## config.mk

```make
export PLATFORM = sky130hd
export DESIGN_NAME = ascii_param_line_parser_top
export DESIGN_NICKNAME = d
export VERILOG_FILES = /design/src/rtl/core/aplp_pkg.sv /design/src/rtl/core/aplp_front.sv /design/src/rtl/core/aplp_fifo.sv /design/src/rtl/core/aplp_back.sv /design/src/rtl/core/ascii_param_line_parser_top.sv
export SDC_FILE = /design/constraint.sdc
export NUM_CORES = 1
export LEC_CHECK = 0
export BUFFER_PORTS_ARGS = -buffer_cell sky130_fd_sc_hd__buf_2
export CAP_MARGIN = 20
export CORE_UTILIZATION = 50
export CTS_CLUSTER_SIZE = 16
export DETAILED_ROUTE_END_ITERATION = 12
export PLACE_DENSITY = 0.66
export SETUP_SLACK_MARGIN = 0.05
export SYNTH_ARGS = -nofsm -noshare
export SYNTH_HDL_FRONTEND = slang
export SYNTH_SLANG_ARGS = --single-unit
```

## constraint.sdc

```tcl
create_clock -name aclk -period 6.21 [get_ports aclk]
set_input_delay 0.9315 -clock aclk [delete_from_list [all_inputs] [get_ports aclk]]
set_output_delay 0.9315 -clock aclk [all_outputs]
set_load 0.03 [all_outputs]
```

## src/rtl/core/aplp_pkg.sv

```systemverilog
// Shared types, constants and lookup functions for the ASCII parameter line parser.
`timescale 1ns / 1ps
`default_nettype none

package aplp_pkg;

    localparam int MAX_LINE_BYTES      = 255;
    localparam int MAX_FRACTION_DIGITS = 8;
    localparam int FRAC_BITS_DEF       = 16;

    localparam int POS_W       = 9;
    localparam int MANT_W      = 40;
    localparam int FD_W        = 4;
    localparam int KEY_W       = 4;
    localparam int POW_W       = 30;
    localparam int VALUE_W     = 32;
    localparam int STATUS_W    = 2;
    localparam int NUM_KEYS    = 11;
    localparam int QUEUE_DEPTH = 2;
    localparam int IN_TDATA_W  = 8;
    localparam int OUT_TDATA_W = 40;

    localparam logic [MANT_W-1:0] MANT_MAX   = '1;
    localparam logic [MANT_W-1:0] MANT_LIMIT = (MANT_MAX - 40'd9) / 40'd10;

    // line status codes
    localparam logic [STATUS_W-1:0] LS_BAD     = 2'd0;
    localparam logic [STATUS_W-1:0] LS_LINE    = 2'd1;
    localparam logic [STATUS_W-1:0] LS_UNKNOWN = 2'd2;
    localparam logic [STATUS_W-1:0] LS_PARAM   = 2'd3;

    // characters
    localparam logic [7:0] CH_NL    = 8'h0A;
    localparam logic [7:0] CH_TAB   = 8'h09;
    localparam logic [7:0] CH_VT    = 8'h0B;
    localparam logic [7:0] CH_FF    = 8'h0C;
    localparam logic [7:0] CH_CR    = 8'h0D;
    localparam logic [7:0] CH_SPACE = 8'h20;
    localparam logic [7:0] CH_PLUS  = 8'h2B;
    localparam logic [7:0] CH_COMMA = 8'h2C;
    localparam logic [7:0] CH_MINUS = 8'h2D;
    localparam logic [7:0] CH_DOT   = 8'h2E;
    localparam logic [7:0] CH_ZERO  = 8'h30;
    localparam logic [7:0] CH_NINE  = 8'h39;
    localparam logic [7:0] CH_H     = 8'h48;
    localparam logic [7:0] CH_I     = 8'h69;
    localparam logic [7:0] CH_M     = 8'h6D;
    localparam logic [7:0] CH_P     = 8'h70;
    localparam logic [7:0] CH_R     = 8'h72;

    // key words, first byte in the low bits
    localparam logic [31:0] KEY_TABLE [NUM_KEYS] = '{
        32'h2C696870,   // phi,
        32'h2C746874,   // tht,
        32'h2C697370,   // psi,
        32'h2C5F705F,   // _p_,
        32'h2C5F715F,   // _q_,
        32'h2C5F725F,   // _r_,
        32'h2C6F6472,   // rdo,
        32'h2C746C61,   // alt,
        32'h2C5F755F,   // _u_,
        32'h2C5F765F,   // _v_,
        32'h2C647779    // ywd,
    };

    typedef struct packed {
        logic [STATUS_W-1:0] status;
        logic [KEY_W-1:0]    key;
        logic [MANT_W-1:0]   mantissa;
        logic [FD_W-1:0]     frac_digits;
        logic                negative;
        logic                value_zero;
    } line_rec_t;

    // {hit, index}
    function automatic logic [KEY_W:0] key_lookup(input logic [31:0] kb);
        logic [KEY_W:0] r;
        r = '0;
        for (int k = 0; k < NUM_KEYS; k++) begin
            if (kb == KEY_TABLE[k]) begin
                r = {1'b1, KEY_W'(k)};
            end
        end
        return r;
    endfunction

    function automatic logic [POW_W-1:0] pow10(input logic [FD_W-1:0] fd);
        logic [POW_W-1:0] p;
        unique case (fd)
            4'd0:    p = 30'd1;
            4'd1:    p = 30'd10;
            4'd2:    p = 30'd100;
            4'd3:    p = 30'd1000;
            4'd4:    p = 30'd10000;
            4'd5:    p = 30'd100000;
            4'd6:    p = 30'd1000000;
            4'd7:    p = 30'd10000000;
            4'd8:    p = 30'd100000000;
            default: p = 30'd1000000000;
        endcase
        return p;
    endfunction

endpackage

`default_nettype wire

```

## src/rtl/core/aplp_front.sv

```systemverilog
// Front end: per-byte line framing, prefix/key capture, count check and value scan.
`timescale 1ns / 1ps
`default_nettype none

module aplp_front
    import aplp_pkg::*;
(
    input  wire logic       aclk,
    input  wire logic       aresetn,
    input  wire logic       rx_valid,
    input  wire logic [7:0] rx_byte,
    output logic            push,
    output line_rec_t       push_rec
);

    localparam logic [POS_W-1:0] PRM_POS   = 9'd3;
    localparam logic [POS_W-1:0] KEY_POS   = 9'd7;
    localparam logic [POS_W-1:0] VALUE_POS = 9'd11;
    localparam logic [POS_W-1:0] MAX_POS   = POS_W'(MAX_LINE_BYTES);

    localparam logic [1:0] PH_PRE  = 2'd0;
    localparam logic [1:0] PH_INT  = 2'd1;
    localparam logic [1:0] PH_FRAC = 2'd2;
    localparam logic [1:0] PH_END  = 2'd3;

    logic [POS_W-1:0]  pos_reg, pos_next;
    logic              prefix_ok_reg, prefix_ok_next;
    logic              prm_ok_reg, prm_ok_next;
    logic [31:0]       key_bytes_reg, key_bytes_next;
    logic [7:0]        last_comma_reg, last_comma_next;
    logic              comma_seen_reg, comma_seen_next;
    logic [7:0]        count_reg, count_next;
    logic [MANT_W-1:0] mant_reg, mant_next;
    logic [FD_W-1:0]   fd_reg, fd_next;
    logic              neg_reg, neg_next;
    logic [1:0]        phase_reg, phase_next;

    logic              in_line;
    logic              is_digit;
    logic              is_space;
    logic              mant_big;
    logic [MANT_W-1:0] mant_x10d;
    logic              int_path;
    logic              frame_ok;
    logic [KEY_W:0]    key_hit;
    logic [1:0]        key_lane;
    logic [7:0]        prefix_char;
    logic [7:0]        prm_char;

    assign in_line   = pos_reg < MAX_POS;
    assign is_digit  = (rx_byte >= CH_ZERO) && (rx_byte <= CH_NINE);
    assign is_space  = (rx_byte == CH_SPACE) || (rx_byte == CH_TAB) || (rx_byte == CH_VT)
                    || (rx_byte == CH_FF) || (rx_byte == CH_CR);
    assign mant_big  = mant_reg > MANT_LIMIT;
    assign mant_x10d = (mant_reg << 3) + (mant_reg << 1) + MANT_W'(rx_byte[3:0]);
    assign key_lane  = 2'(pos_reg - KEY_POS);

    always_comb begin
        unique case (pos_reg[1:0])
            2'd0:    prefix_char = CH_H;
            2'd1:    prefix_char = CH_I;
            default: prefix_char = CH_COMMA;
        endcase
        unique case (2'(pos_reg - PRM_POS))
            2'd0:    prm_char = CH_P;
            2'd1:    prm_char = CH_R;
            2'd2:    prm_char = CH_M;
            default: prm_char = CH_COMMA;
        endcase
    end

    // line record, valid when a newline is taken
    assign frame_ok = in_line && (pos_reg >= PRM_POS) && prefix_ok_reg && comma_seen_reg
                   && (count_reg == last_comma_reg);
    assign key_hit  = key_lookup(key_bytes_reg);
    assign push     = rx_valid && (rx_byte == CH_NL);

    always_comb begin
        push_rec             = '0;
        push_rec.mantissa    = mant_reg;
        push_rec.frac_digits = fd_reg;
        push_rec.negative    = neg_reg;
        push_rec.value_zero  = last_comma_reg < VALUE_POS[7:0];
        push_rec.key         = key_hit[KEY_W-1:0];
        if (!frame_ok) begin
            push_rec.status = LS_BAD;
        end else if ((pos_reg < KEY_POS) || !prm_ok_reg) begin
            push_rec.status = LS_LINE;
        end else if ((pos_reg >= VALUE_POS) && key_hit[KEY_W]) begin
            push_rec.status = LS_PARAM;
        end else begin
            push_rec.status = LS_UNKNOWN;
        end
    end

    always_comb begin
        pos_next        = pos_reg;
        prefix_ok_next  = prefix_ok_reg;
        prm_ok_next     = prm_ok_reg;
        key_bytes_next  = key_bytes_reg;
        last_comma_next = last_comma_reg;
        comma_seen_next = comma_seen_reg;
        count_next      = count_reg;
        mant_next       = mant_reg;
        fd_next         = fd_reg;
        neg_next        = neg_reg;
        phase_next      = phase_reg;
        int_path        = 1'b0;

        if (rx_valid) begin
            if (rx_byte == CH_NL) begin
                pos_next        = '0;
                prefix_ok_next  = 1'b1;
                prm_ok_next     = 1'b1;
                key_bytes_next  = '0;
                last_comma_next = '0;
                comma_seen_next = 1'b0;
                count_next      = '0;
                mant_next       = '0;
                fd_next         = '0;
                neg_next        = 1'b0;
                phase_next      = PH_PRE;
            end else begin
                if (pos_reg < PRM_POS) begin
                    if (rx_byte != prefix_char) begin
                        prefix_ok_next = 1'b0;
                    end
                end else if (pos_reg < KEY_POS) begin
                    if (rx_byte != prm_char) begin
                        prm_ok_next = 1'b0;
                    end
                end else if (pos_reg < VALUE_POS) begin
                    key_bytes_next[key_lane*8 +: 8] = rx_byte;
                end else if (in_line) begin
                    if (phase_reg == PH_PRE) begin
                        if (is_space) begin
                            phase_next = PH_PRE;
                        end else if ((rx_byte == CH_PLUS) || (rx_byte == CH_MINUS)) begin
                            neg_next   = rx_byte == CH_MINUS;
                            phase_next = PH_INT;
                        end else begin
                            phase_next = PH_INT;
                            int_path   = 1'b1;
                        end
                    end else if (phase_reg == PH_INT) begin
                        int_path = 1'b1;
                    end else if (phase_reg == PH_FRAC) begin
                        if (is_digit) begin
                            if ((fd_reg < FD_W'(MAX_FRACTION_DIGITS)) && !mant_big) begin
                                mant_next = mant_x10d;
                                fd_next   = fd_reg + 1'b1;
                            end
                        end else begin
                            phase_next = PH_END;
                        end
                    end
                    if (int_path) begin
                        if (is_digit) begin
                            mant_next = mant_big ? MANT_MAX : mant_x10d;
                        end else if (rx_byte == CH_DOT) begin
                            phase_next = PH_FRAC;
                        end else begin
                            phase_next = PH_END;
                        end
                    end
                end

                if (in_line) begin
                    if (rx_byte == CH_COMMA) begin
                        last_comma_next = pos_reg[7:0];
                        comma_seen_next = 1'b1;
                        count_next      = '0;
                    end else begin
                        count_next = (count_reg << 3) + (count_reg << 1) + rx_byte - CH_ZERO;
                    end
                    pos_next = pos_reg + 1'b1;
                end
            end
        end
    end

    always_ff @(posedge aclk) begin
        if (!aresetn) begin
            pos_reg        <= '0;
            prefix_ok_reg  <= 1'b1;
            prm_ok_reg     <= 1'b1;
            key_bytes_reg  <= '0;
            last_comma_reg <= '0;
            comma_seen_reg <= 1'b0;
            count_reg      <= '0;
            mant_reg       <= '0;
            fd_reg         <= '0;
            neg_reg        <= 1'b0;
            phase_reg      <= PH_PRE;
        end else begin
            pos_reg        <= pos_next;
            prefix_ok_reg  <= prefix_ok_next;
            prm_ok_reg     <= prm_ok_next;
            key_bytes_reg  <= key_bytes_next;
            last_comma_reg <= last_comma_next;
            comma_seen_reg <= comma_seen_next;
            count_reg      <= count_next;
            mant_reg       <= mant_next;
            fd_reg         <= fd_next;
            neg_reg        <= neg_next;
            phase_reg      <= phase_next;
        end
    end

endmodule

`default_nettype wire

```

## src/rtl/core/aplp_fifo.sv

```systemverilog
// Short queue of finished line records between the front and back ends.
`timescale 1ns / 1ps
`default_nettype none

module aplp_fifo
    import aplp_pkg::*;
(
    input  wire logic      aclk,
    input  wire logic      aresetn,
    input  wire logic      push,
    input  wire line_rec_t push_rec,
    output logic           full,
    input  wire logic      pop,
    output logic           empty,
    output line_rec_t      head
);

    localparam int PTR_W = (QUEUE_DEPTH > 1) ? $clog2(QUEUE_DEPTH) : 1;
    localparam int CNT_W = $clog2(QUEUE_DEPTH + 1);

    line_rec_t        entries_reg [QUEUE_DEPTH];
    logic [PTR_W-1:0] wr_ptr_reg, wr_ptr_next;
    logic [PTR_W-1:0] rd_ptr_reg, rd_ptr_next;
    logic [CNT_W-1:0] count_reg, count_next;

    assign full  = count_reg == CNT_W'(QUEUE_DEPTH);
    assign empty = count_reg == '0;
    assign head  = entries_reg[rd_ptr_reg];

    always_comb begin
        wr_ptr_next = wr_ptr_reg;
        rd_ptr_next = rd_ptr_reg;
        count_next  = count_reg;
        if (push) begin
            wr_ptr_next = (wr_ptr_reg == PTR_W'(QUEUE_DEPTH - 1)) ? '0 : wr_ptr_reg + 1'b1;
        end
        if (pop) begin
            rd_ptr_next = (rd_ptr_reg == PTR_W'(QUEUE_DEPTH - 1)) ? '0 : rd_ptr_reg + 1'b1;
        end
        if (push && !pop) begin
            count_next = count_reg + 1'b1;
        end else if (pop && !push) begin
            count_next = count_reg - 1'b1;
        end
    end

    always_ff @(posedge aclk) begin
        if (push) begin
            entries_reg[wr_ptr_reg] <= push_rec;
        end
    end

    always_ff @(posedge aclk) begin
        if (!aresetn) begin
            wr_ptr_reg <= '0;
            rd_ptr_reg <= '0;
            count_reg  <= '0;
        end else begin
            wr_ptr_reg <= wr_ptr_next;
            rd_ptr_reg <= rd_ptr_next;
            count_reg  <= count_next;
        end
    end

endmodule

`default_nettype wire

```

## src/rtl/core/aplp_back.sv

```systemverilog
// Back end: fixed-point conversion by a bit-serial divider and the result register.
`timescale 1ns / 1ps
`default_nettype none

module aplp_back
    import aplp_pkg::*;
#(
    parameter int FRAC_BITS = FRAC_BITS_DEF
)
(
    input  wire logic                  aclk,
    input  wire logic                  aresetn,
    input  wire logic                  empty,
    input  wire line_rec_t             head,
    output logic                       pop,
    output logic                       out_valid,
    input  wire logic                  out_ready,
    output logic [STATUS_W-1:0]        out_status,
    output logic [KEY_W-1:0]           out_key,
    output logic signed [VALUE_W-1:0]  out_value,
    output logic                       out_sat
);

    // dividend is (mantissa << FRAC_BITS) + p/2
    localparam int DIV_W = MANT_W + FRAC_BITS + 1;
    localparam int CNT_W = $clog2(DIV_W + 1);
    localparam int QUO_W = VALUE_W + 1;

    localparam logic [1:0] BK_IDLE = 2'd0;
    localparam logic [1:0] BK_DIV  = 2'd1;
    localparam logic [1:0] BK_FIN  = 2'd2;

    localparam logic [QUO_W-1:0] MAG_POS = {2'b00, {(VALUE_W-1){1'b1}}};
    localparam logic [QUO_W-1:0] MAG_NEG = {2'b01, {(VALUE_W-1){1'b0}}};

    logic [1:0]         state_reg, state_next;
    logic [CNT_W-1:0]   cnt_reg, cnt_next;
    logic [DIV_W-1:0]   dvd_reg, dvd_next;
    logic [POW_W-1:0]   rem_reg, rem_next;
    logic [POW_W-1:0]   div_reg, div_next;
    logic [QUO_W-1:0]   quo_reg, quo_next;
    logic               ovf_reg, ovf_next;
    logic               neg_reg, neg_next;
    logic [KEY_W-1:0]   key_reg, key_next;

    logic                       out_valid_reg, out_valid_next;
    logic [STATUS_W-1:0]        out_status_reg, out_status_next;
    logic [KEY_W-1:0]           out_key_reg, out_key_next;
    logic signed [VALUE_W-1:0]  out_value_reg, out_value_next;
    logic                       out_sat_reg, out_sat_next;

    logic [POW_W-1:0]   head_pow;
    logic [POW_W:0]     trial;
    logic               trial_ge;
    logic [QUO_W-1:0]   max_mag;
    logic               sat;
    logic [QUO_W-1:0]   mag;

    assign head_pow = pow10(head.frac_digits);
    assign trial    = {rem_reg, dvd_reg[DIV_W-1]};
    assign trial_ge = trial >= {1'b0, div_reg};
    assign max_mag  = neg_reg ? MAG_NEG : MAG_POS;
    assign sat      = ovf_reg || (quo_reg > max_mag);
    assign mag      = sat ? max_mag : quo_reg;

    assign pop        = (state_reg == BK_IDLE) && !empty && (!out_valid_reg || out_ready);
    assign out_valid  = out_valid_reg;
    assign out_status = out_status_reg;
    assign out_key    = out_key_reg;
    assign out_value  = out_value_reg;
    assign out_sat    = out_sat_reg;

    always_comb begin
        state_next      = state_reg;
        cnt_next        = cnt_reg;
        dvd_next        = dvd_reg;
        rem_next        = rem_reg;
        div_next        = div_reg;
        quo_next        = quo_reg;
        ovf_next        = ovf_reg;
        neg_next        = neg_reg;
        key_next        = key_reg;
        out_valid_next  = out_valid_reg && !out_ready;
        out_status_next = out_status_reg;
        out_key_next    = out_key_reg;
        out_value_next  = out_value_reg;
        out_sat_next    = out_sat_reg;

        unique case (state_reg)
            BK_IDLE: begin
                if (pop) begin
                    if ((head.status == LS_PARAM) && !head.value_zero) begin
                        dvd_next   = DIV_W'({head.mantissa, {FRAC_BITS{1'b0}}})
                                   + DIV_W'(head_pow >> 1);
                        div_next   = head_pow;
                        rem_next   = '0;
                        quo_next   = '0;
                        ovf_next   = 1'b0;
                        neg_next   = head.negative;
                        key_next   = head.key;
                        cnt_next   = CNT_W'(DIV_W);
                        state_next = BK_DIV;
                    end else begin
                        out_valid_next  = 1'b1;
                        out_status_next = head.status;
                        out_key_next    = (head.status == LS_PARAM) ? head.key : '0;
                        out_value_next  = '0;
                        out_sat_next    = 1'b0;
                    end
                end
            end
            BK_DIV: begin
                rem_next = trial_ge ? POW_W'(trial - {1'b0, div_reg}) : trial[POW_W-1:0];
                quo_next = {quo_reg[QUO_W-2:0], trial_ge};
                ovf_next = ovf_reg | quo_reg[QUO_W-1];
                dvd_next = dvd_reg << 1;
                cnt_next = cnt_reg - 1'b1;
                if (cnt_reg == CNT_W'(1)) begin
                    state_next = BK_FIN;
                end
            end
            BK_FIN: begin
                out_valid_next  = 1'b1;
                out_status_next = LS_PARAM;
                out_key_next    = key_reg;
                out_value_next  = neg_reg ? (~mag[VALUE_W-1:0] + 1'b1) : mag[VALUE_W-1:0];
                out_sat_next    = sat;
                state_next      = BK_IDLE;
            end
            default: begin
                state_next = BK_IDLE;
            end
        endcase
    end

    always_ff @(posedge aclk) begin
        dvd_reg        <= dvd_next;
        rem_reg        <= rem_next;
        div_reg        <= div_next;
        quo_reg        <= quo_next;
        ovf_reg        <= ovf_next;
        neg_reg        <= neg_next;
        key_reg        <= key_next;
        cnt_reg        <= cnt_next;
        out_status_reg <= out_status_next;
        out_key_reg    <= out_key_next;
        out_value_reg  <= out_value_next;
        out_sat_reg    <= out_sat_next;
    end

    always_ff @(posedge aclk) begin
        if (!aresetn) begin
            state_reg     <= BK_IDLE;
            out_valid_reg <= 1'b0;
        end else begin
            state_reg     <= state_next;
            out_valid_reg <= out_valid_next;
        end
    end

endmodule

`default_nettype wire

```

## src/rtl/core/ascii_param_line_parser_top.sv

```systemverilog
// Top level of the ASCII parameter line parser: front end, record queue, back end.
`timescale 1ns / 1ps
`default_nettype none

// Takes received UART bytes, one per transaction, and returns one result per
// newline-terminated line: a status (bad frame, plain valid line, unknown key,
// parameter update) and, for a parameter update, the key number and the value
// in signed fixed point with FRAC_BITS fraction bits plus a saturation flag.
// The front end takes each byte as it is accepted; a newline hands a line
// record to a two-entry queue. The back end turns a parameter update into
// fixed point with a one-bit-per-cycle divider and pops no further record
// until the result is registered; other lines go straight to the result register.
// The input stalls only while the queue is full.
module ascii_param_line_parser_top
    import aplp_pkg::*;
#(
    parameter int FRAC_BITS = FRAC_BITS_DEF
)
(
    input  wire logic                    aclk,
    input  wire logic                    aresetn,
    input  wire logic                    s_axis_tvalid,
    output logic                         s_axis_tready,
    input  wire logic [IN_TDATA_W-1:0]   s_axis_tdata,   // [7:0] rx_byte
    output logic                         m_axis_tvalid,
    input  wire logic                    m_axis_tready,
    output logic [OUT_TDATA_W-1:0]       m_axis_tdata,   // [3:0] key_index, [35:4] param_value,
                                                         // [36] value_saturated, [39:37] zero
    output logic [STATUS_W-1:0]          m_axis_tuser    // [1:0] line_status
);

    logic                       rx_valid;
    logic                       q_push;
    line_rec_t                  q_push_rec;
    logic                       q_full;
    logic                       q_pop;
    logic                       q_empty;
    line_rec_t                  q_head;
    logic [STATUS_W-1:0]        out_status;
    logic [KEY_W-1:0]           out_key;
    logic signed [VALUE_W-1:0]  out_value;
    logic                       out_sat;

    assign s_axis_tready = !q_full;
    assign rx_valid      = s_axis_tvalid && s_axis_tready;

    aplp_front u_front (
        .aclk     (aclk),
        .aresetn  (aresetn),
        .rx_valid (rx_valid),
        .rx_byte  (s_axis_tdata),
        .push     (q_push),
        .push_rec (q_push_rec)
    );

    aplp_fifo u_fifo (
        .aclk     (aclk),
        .aresetn  (aresetn),
        .push     (q_push),
        .push_rec (q_push_rec),
        .full     (q_full),
        .pop      (q_pop),
        .empty    (q_empty),
        .head     (q_head)
    );

    aplp_back #(
        .FRAC_BITS (FRAC_BITS)
    ) u_back (
        .aclk       (aclk),
        .aresetn    (aresetn),
        .empty      (q_empty),
        .head       (q_head),
        .pop        (q_pop),
        .out_valid  (m_axis_tvalid),
        .out_ready  (m_axis_tready),
        .out_status (out_status),
        .out_key    (out_key),
        .out_value  (out_value),
        .out_sat    (out_sat)
    );

    assign m_axis_tuser = out_status;
    assign m_axis_tdata = {3'b000, out_sat, out_value, out_key};

`ifndef NO_ASSERTIONS
    a_no_push_full: assert property (@(posedge aclk) disable iff (!aresetn)
        q_push |-> !q_full)
        else $error("record pushed into full queue");

    a_no_pop_empty: assert property (@(posedge aclk) disable iff (!aresetn)
        q_pop |-> !q_empty)
        else $error("record popped from empty queue");

    a_plain_zero: assert property (@(posedge aclk) disable iff (!aresetn)
        (m_axis_tvalid && (out_status != LS_PARAM)) |->
        ((out_key == '0) && (out_value == '0) && !out_sat))
        else $error("non-parameter result carries a value");

    a_sat_clamped: assert property (@(posedge aclk) disable iff (!aresetn)
        (m_axis_tvalid && out_sat) |->
        ((out_value == 32'sh7FFFFFFF) || (out_value == 32'sh80000000)))
        else $error("saturated result not clamped");
`endif

endmodule

`default_nettype wire

```

==> impl_metrics.toml, run 1 <==
[critical_path]
cp-start-kind = "flop"
path_max_fanout = 7
arrival_ps = 5430
cp-end-kind = "flop"
worstSetupPathType = "flop to flop"
cp.required_ps = 6500

[layout]
fillCellCount = 4148
nNetsFinal = 2731
regArea_sq_um = 11300
layout_commonest_cell = "edfxtp_1"
multi_input_area_sq_um = 12600
final_layout_size_suffix_gt1_frac = 0.0883
fin_area_sq_um = 27000
num_antenna_cells = 0
layout_common_cells = "edfxtp_1, nor2_1, a21oi_1, nand2_1, ha_1"
largest_reg_flops = 104
final-instance-count-excl-fill = 3227
syn_to_final_growth_pct = 9.53

[synth]
netlist_instances = 2513
syn_area_per_cell_sq_um = 9.79
synth_seq_cells = 413
synth_area_sq_um = 24600
async_flop_share = 0
ys_seq_area_frac = 0.457
synth.distinct_cells = 88
ys_dominant_reg_cell = "edfxtp_1"
ys.warnings.count = 0
synth_enable_flop_cells = 298

[placement]
dp.cells = 3142
io_buffers = 52
gp_congestion = 0.864
hpwl_um = 38800
place_ws_ps = 1140
placed_cell_area_sq_um = 25500

[route]
first_pass_iters = 5
drcViolationCount = 0
wl_per_cell_um = 17.1
wl_um = 55300
via_count = 18700
drt-initial-drc-count = 1447
ant_nets = 0
vias_per_cell = 5.79

[pwr]
pwr-share-seq = 0.466
leakage_nw = 10.7
power_density_nw_per_um2 = 251
p_sw_frac = 0.270
pwr-share-comb = 0.146
ir_drop_uv = 205
p_sw_mw = 1.82
p_clk_frac = 0.388
p_int_mw = 4.93

[timing]
setup_viol = 0
rsz0062_at_grt = "no"
fin_crit_sh = 0.828
tightest_slew_ps = 1090
max-slew-margin-rel = 0.272
hold_viol_final = 0
timing.final.ws_setup_ps = 1070
fin_skew_ps = 24.3
fin_crit_ps = 5140
drv_slew = 0
max_freq_mhz = 195
tns_ps = 0

[clocking]
cts.sinks = 413
ctsResizeCount = 0
cts_tree = "done"
clkTransAtPathRegs_ps = 60
post_cts_buffers = 0
cts_max_level = 2
cts_buffers = 45
clk_path_buf_depth = 3
root_buffer = "clkbuf_16"
cts_hold_buf = 0
clk_latency_ps = 590

[grt]
grt_max_degree = 91
grt.overflow.total = 0
grt_pass1_vias = 18100
grt_pass1_wl_um = 90600
grt_use_total = 0.220
antenna_found_initial = 0

[flow_run]
drv_cap = 0

[floorplan]
die-area_sq_um = 50100
initial_utilization = 0.511
die_h_um = 224
num_io_pins = 56
row_count = 80
die_x_um = 224
core_sq_um = 48100

[outcome]
status = "complete, no violations"

[worst_hold_path]
hold_class = "flop to flop"
## stage by stage
stage | utilization | total power, mW | hold slack, ps
after floorplan | - | 3.96 | 426
after detailed placement | 0.529 | 4.20 | 446
after global routing | 0.560 | 7.00 | 474
final | 0.560 | 6.76 | 453
after global placement | 0.529 | 4.16 | 436
after CTS | 0.559 | 6.82 | 453
## per-layer routing
layer	share of wire	GRT usage	wire length (um)	vias up
met1	0.48	0.307	26600	8883
met2	0.46	0.354	25300	448
met4	0.021	0.0714	1140	0
li1	-	-	-	9253
met5	0	0	0	-
met3	0.041	0.0277	2280	85
## final cells by class
type | count | share of cell area
Timing Repair Buffer | 79 | 0.0179
Inverter | 96 | 0.0134
Multi-Input combinational cell | 1899 | 0.468
Clock buffer | 64 | 0.0456
Clock inverter | 20 | 0.00775
Tap cell | 656 | 0.0304
Sequential cell | 413 | 0.417
## power by group through the flow
stage          sequential [mW]  clock, mW  combinational, mW
6_report                  3.15       2.62              0.985
5_1_grt                   3.16       2.77               1.07
4_1_cts                   3.15       2.68              0.991
3_5_place_dp              3.21          0              0.985
3_3_place_gp              3.20          0              0.958
2_1_floorplan             3.37          0              0.597
## cells in the mapped netlist (28+ instances only)
master | count | area share
edfxtp_1 | 298 | 0.36
nor2_1 | 265 | 0.040
a21oi_1 | 237 | 0.048
nand2_1 | 216 | 0.033
ha_1 | 176 | 0.089
o21ai_0 | 121 | 0.025
dfxtp_1 | 115 | 0.094
inv_1 | 95 | 0.014
xnor2_1 | 77 | 0.027
clkbuf_1 | 76 | 0.012
nand3_1 | 66 | 0.013
a21o_1 | 58 | 0.018
nor3_1 | 55 | 0.011
mux2i_1 | 52 | 0.021
xor2_1 | 49 | 0.017
and2_1 | 36 | 0.0092
nand4_1 | 32 | 0.0081
mux2_2 | 31 | 0.014
nor2b_1 | 28 | 0.0071
## kinds of logic after synthesis
group,Yosys count,share of synthesized area
flops,413,0.457
other cells,1,0.000152
compound gates,640,0.162
xor+xnor,126,0.0448
buf+inv,203,0.0338
fa+ha+maj,185,0.0968
mux,83,0.0353
simple gates,862,0.170
## worst paths after layout
check / from / cells past startpoint / slack (ps) / endpoint
min: u_front.key_bytes_reg[7] / 2 / 450 / u_front.key_bytes_reg[7]
max reg2reg: flop / 17 / 1070 / u_back.dvd_reg[54]
min reg2reg: u_front.key_bytes_reg[7] / 2 / 450 / u_front.key_bytes_reg[7]
max: flop / 17 / 1070 / u_back.dvd_reg[54]
## worst max-delay path, stage by stage (launching register included)
cell and delay, ps:
dfxtp_2 410, mux2i_1 540, inv_1 190, ha_1 290
a21oi_1 240, a21oi_1 100, ha_1 280, fa_1 410
a21oi_1 160, o21bai_1 130, a2111oi_0 670, o31ai_1 190
a211oi_1 420, nor4b_2 170, and3_1 290, nand2_1 110
xor2_1 160, a21oi_1 90
(Power assumes the default switching activity.)
==> run 2, diff against run 1 <==
--- a/config.mk
+++ b/config.mk
@@ -10,7 +10,7 @@
 export CORE_UTILIZATION = 50
 export CTS_CLUSTER_SIZE = 16
 export DETAILED_ROUTE_END_ITERATION = 12
-export PLACE_DENSITY = 0.66
+export PLACE_DENSITY = 0.69
 export SETUP_SLACK_MARGIN = 0.05
 export SYNTH_ARGS = -nofsm -noshare
 export SYNTH_HDL_FRONTEND = slang
==> constraint.sdc (replaced) <==
create_clock -name aclk -period 4.23 [get_ports aclk]
set_input_delay 0.6345 -clock aclk [delete_from_list [all_inputs] [get_ports aclk]]
set_output_delay 0.6345 -clock aclk [all_outputs]
set_load 0.03 [all_outputs]
==> impl_metrics.toml, run 2 (synthesis results as in run 1) <==
[outcome]
status = "complete, no violations"

[grt]
met3_usage = 0.0265
grt.met1_usage = 0.307
grt.overflow.total = 0
antenna_found_initial = 0
gr-max-usage-layer = "met2"
grt_use_total = 0.221
use_met2 = 0.359
grt_pass1_vias = 18200
grt_pass1_wl_um = 91500
grt_max_degree = 90

[worst_hold_path]
holdPathEnd = "u_back.out_valid"
hold_path_depth = 4
hold_path_startpoint = "m_axis_tready"
hold_class = "input pin to flop"

[clocking]
cts.sinks = 413
clkTransAtPathRegs_ps = 60
cts_max_level = 2
root_buffer = "clkbuf_16"
cts_tree = "done"
cts_hold_buf = 0
cts_buffers = 45
clk_path_buf_depth = 3
clk_latency_ps = 600

[timing]
hold_ws_ps = 358
fin_skew_ps = 31.2
tightest_slew_ps = 962
rsz0062_at_grt = "yes"
setup_viol = 0
hold_viol_final = 0
fin_crit_sh = 0.959
max_freq_mhz = 246
drv_slew = 0
fin_crit_ps = 4060
max-slew-margin-rel = 0.359

[floorplan]
die_h_um = 224
core_sq_um = 48100
initial_utilization = 0.511
die-area_sq_um = 50100
die_x_um = 224
row_count = 80
num_io_pins = 56

[critical_path]
cp-end-kind = "flop"
arrival_ps = 4360
r2r_end = "u_back.dvd_reg[54]"
r2r_cells = 18
cp-start-kind = "flop"
path_max_fanout = 6
cp.required_ps = 4530
r2r_setup_slack_ps = 170
worstSetupPathType = "flop to flop"

[layout]
fillCellCount = 4087
syn_to_final_growth_pct = 11.9
final_layout_size_suffix_gt1_frac = 0.115
fin_util = 0.572
num_antenna_cells = 0
largest_reg_flops = 104
layout_common_cells = "edfxtp_1, nor2_1, a21oi_1, nand2_1, ha_1"
layout_commonest_cell = "edfxtp_1"
nNetsFinal = 2768

[placement]
io_buffers = 52
hpwl_um = 39700
gp_congestion = 0.865

[pwr]
p_clk_frac = 0.398
p_sw_mw = 2.78
pwr-share-comb = 0.150
p_int_mw = 7.45
ir_drop_uv = 328
pwr-share-seq = 0.452
p_sw_frac = 0.271
leakage_nw = 10.9
power_density_nw_per_um2 = 371

[route]
vias_per_cell = 5.80
wl_um = 55800
via_count = 18900
wl_per_cell_um = 17.1
ant_nets = 0
drt-initial-drc-count = 1417
drcViolationCount = 0
first_pass_iters = 6

[flow_run]
drv_cap = 0
run 2: final cells by class:
| class | count | area (sq um) | area share |
|---|---|---|---|
| timing repair buffer | 116 | 807 | 0.0293 |
| clock inverter | 33 | 362 | 0.0131 |
| clock buffer | 51 | 1170 | 0.0424 |
| tap | 656 | 821 | 0.0298 |
| sequential | 413 | 11300 | 0.409 |
| inverter | 96 | 360 | 0.0131 |
| multi-input combinational | 1899 | 12800 | 0.463 |
run 2: what timing repair did:
item                                    CTS  global route
gates resized for setup                   0            12
endpoints found under the setup margin    3            21
pin swaps                                 2             2
buffers inserted                          3             5
run 2: metal layers:
layer / vias to the layer above / share of wire / wire length [um]
met4: 0 / 0.025 / 1370
met3: 98 / 0.043 / 2430
met5: - / 0 / 0
met2: 443 / 0.46 / 25900
met1: 9068 / 0.47 / 26100
li1: 9327 / - / -
run 2: critical path, stage by stage, from the launching register on:
cell and delay [ps]:
dfxtp_4 410, mux2i_4 260, inv_1 120, ha_4 200, a21oi_4 160, a21oi_2 70, ha_2 210, fa_2 370
a21oi_2 150, o21bai_2 130, a2111oi_4 420, o31ai_2 150, a211oi_2 320, nor4b_4 90, buf_4 170, and3_2 210
nand2_1 90, xor2_1 150, a21oi_1 90
run 2: how the worst max path moves through the flow:
stage                              start                   end  slack (ps)  depth (start not counted)
after global routing      u_back.neg_reg  u_back.out_value[16]          20                         18
final                               flop    u_back.dvd_reg[54]         170                         18
after floorplan           u_back.neg_reg  u_back.out_value[30]        -470                         22
after detailed placement            flop    u_back.dvd_reg[52]           6                         16
after global placement              flop    u_back.dvd_reg[50]         150                         12
after CTS                           flop    u_back.dvd_reg[54]          60                         18
run 2: stage by stage:
step / instances / instance area, sq um / setup slack (ps) / TNS (ps) / power, mW
detailed placement: 3172 / 25900 / 5.94 / 0 / 6.22
finish: 3264 / 27500 / 172 / 0 / 10.2
floorplan: 2515 / 24800 / -467 / -19340 / 5.88
CTS: 3259 / 27400 / 61.2 / 0 / 10.3
global route: 3264 / 27500 / 23.9 / 0 / 10.6
global placement: 3171 / 25900 / 152 / 0 / 6.17
run 2: power by group through the flow:
stage | sequential, mW | clock [mW] | combinational (mW)
global route | 4.64 | 4.28 | 1.67
CTS | 4.63 | 4.14 | 1.52
global placement | 4.71 | 0 | 1.46
floorplan | 4.94 | 0 | 0.935
finish | 4.62 | 4.07 | 1.53
detailed placement | 4.71 | 0 | 1.51
==> run 3, diff against run 2 <==
--- a/config.mk
+++ b/config.mk
@@ -5,12 +5,12 @@
 export SDC_FILE = /design/constraint.sdc
 export NUM_CORES = 1
 export LEC_CHECK = 0
-export BUFFER_PORTS_ARGS = -buffer_cell sky130_fd_sc_hd__buf_2
 export CAP_MARGIN = 20
 export CORE_UTILIZATION = 50
 export CTS_CLUSTER_SIZE = 16
 export DETAILED_ROUTE_END_ITERATION = 12
-export PLACE_DENSITY = 0.69
+export DONT_BUFFER_PORTS = 1
+export PLACE_DENSITY = 0.68
 export SETUP_SLACK_MARGIN = 0.05
 export SYNTH_ARGS = -nofsm -noshare
 export SYNTH_HDL_FRONTEND = slang
==> impl_metrics.toml, run 3 (synthesis results as in run 1) <==
[pwr]
power_density_nw_per_um2 = 373
pwr-share-comb = 0.115
leakage_nw = 10.7
p_clk_frac = 0.403
power_mw = 10.1
ir_drop_uv = 376
p_sw_mw = 2.69
p_sw_frac = 0.265
p_int_mw = 7.45
pwr-share-seq = 0.482

[route]
via_count = 18700
first_pass_iters = 7
wl_per_cell_um = 17.5
drcViolationCount = 0
vias_per_cell = 5.85
wl_um = 55900
ant_nets = 0
drt-initial-drc-count = 1405

[timing]
hold_viol_final = 0
fin_crit_ps = 4090
fin_crit_sh = 0.966
max_freq_mhz = 245
tns_ps = 0
fin_skew_ps = 28.9
setup_viol = 0
tightest_slew_ps = 1020
drv_slew = 0
max-slew-margin-rel = 0.311

[outcome]
status = "complete, no violations"

[clocking]
cts_buffers = 45
clk_latency_ps = 580
clk_path_buf_depth = 3
cts_tree = "done"
cts.sinks = 413
cts_max_level = 2
root_buffer = "clkbuf_16"
clkTransAtPathRegs_ps = 60
cts_hold_buf = 0

[floorplan]
die_x_um = 224
die_h_um = 224
die-area_sq_um = 50100
row_count = 80
num_io_pins = 56
core_sq_um = 48100
initial_utilization = 0.511

[placement]
gp_congestion = 0.896
hpwl_um = 39100
io_buffers = 0
dp.cells = 3112

[worst_hold_path]
hold_path_startpoint = "aresetn"
hold_class = "input pin to flop"

[grt]
grt_pass1_wl_um = 92200
antenna_found_initial = 0
grt_use_total = 0.223
grt_pass1_vias = 18000
grt_max_degree = 128
grt.overflow.total = 0

[critical_path]
cp-end-kind = "flop"
cp.required_ps = 4560
path_max_fanout = 6
worstSetupPathType = "flop to flop"
cp-start-kind = "flop"
arrival_ps = 4410

[layout]
layout_commonest_cell = "edfxtp_1"
num_antenna_cells = 0
layout_common_cells = "edfxtp_1, nor2_1, a21oi_1, nand2_1, ha_1"
nNetsFinal = 2705
largest_reg_flops = 104
final_layout_size_suffix_gt1_frac = 0.0939
fillCellCount = 4118
regArea_sq_um = 11300
multi_input_area_sq_um = 12800
final-instance-count-excl-fill = 3200
syn_to_final_growth_pct = 10.5

[flow_run]
drv_cap = 0
[run 3: timing repair]
| action | in CTS | in global routing |
|---|---|---|
| endpoints found under the setup margin | 3 | 19 |
| resized for setup | 1 | 16 |
| buffers inserted | 1 | 4 |
| pin swaps | 1 | 4 |
[run 3: metrics by stage]
step                      hold WS [ps]  area, sq um  setup WS, ps   util
after floorplan                    426        24800          -467      -
after global placement             437        25500           138  0.530
after detailed placement           446        25500          71.7  0.530
after CTS                          162        27100          72.5  0.563
after global routing               190        27200         -40.1  0.565
final                              188        27200           145  0.565
[run 3: final timing paths]
kind	to	slack [ps]	depth (start not counted)
min	u_front.mant_reg[20]	190	1
max reg2reg	u_back.dvd_reg[36]	140	17
min reg2reg	u_front.key_bytes_reg[24]	450	2
max	u_back.dvd_reg[36]	140	17
[run 3: layout make-up]
class,count,share of cell area
multi-input cells,1899,0.470
flip-flops and latches,413,0.414
clock buffers,51,0.0434
well taps,656,0.0302
repair buffers,53,0.0154
clock inverters,32,0.0137
inverters,96,0.0133
[run 3: critical path: stages, from the launching register on]
cell       delay, ps
dfxtp_4          430
mux2i_4          310
inv_2            100
ha_4             190
a21oi_4          150
a21oi_2           60
ha_2             220
fa_1             420
a21oi_2          170
o21bai_2         130
a2111oi_4        450
o31ai_2          150
a211oi_2         360
nor4b_4          120
nand2_1          110
xor2_1           150
nor2_1            60
a211o_1          250
[run 3: layer usage]
layer / GRT usage / up-vias / share of wire
li1: - / 9222 / -
met1: 0.314 / 8892 / 0.47
met2: 0.357 / 497 / 0.46
met3: 0.0268 / 95 / 0.042
met4: 0.0694 / 0 / 0.023
met5: 0 / - / 0
[run 3: power by group through the flow]
stage / sequential (mW) / clock, mW / combinational, mW
after detailed placement: 4.98 / 0 / 1.12
after CTS: 4.89 / 4.17 / 1.13
after global routing: 4.91 / 4.31 / 1.28
after global placement: 4.97 / 0 / 1.09
final: 4.89 / 4.08 / 1.16
after floorplan: 4.94 / 0 / 0.935
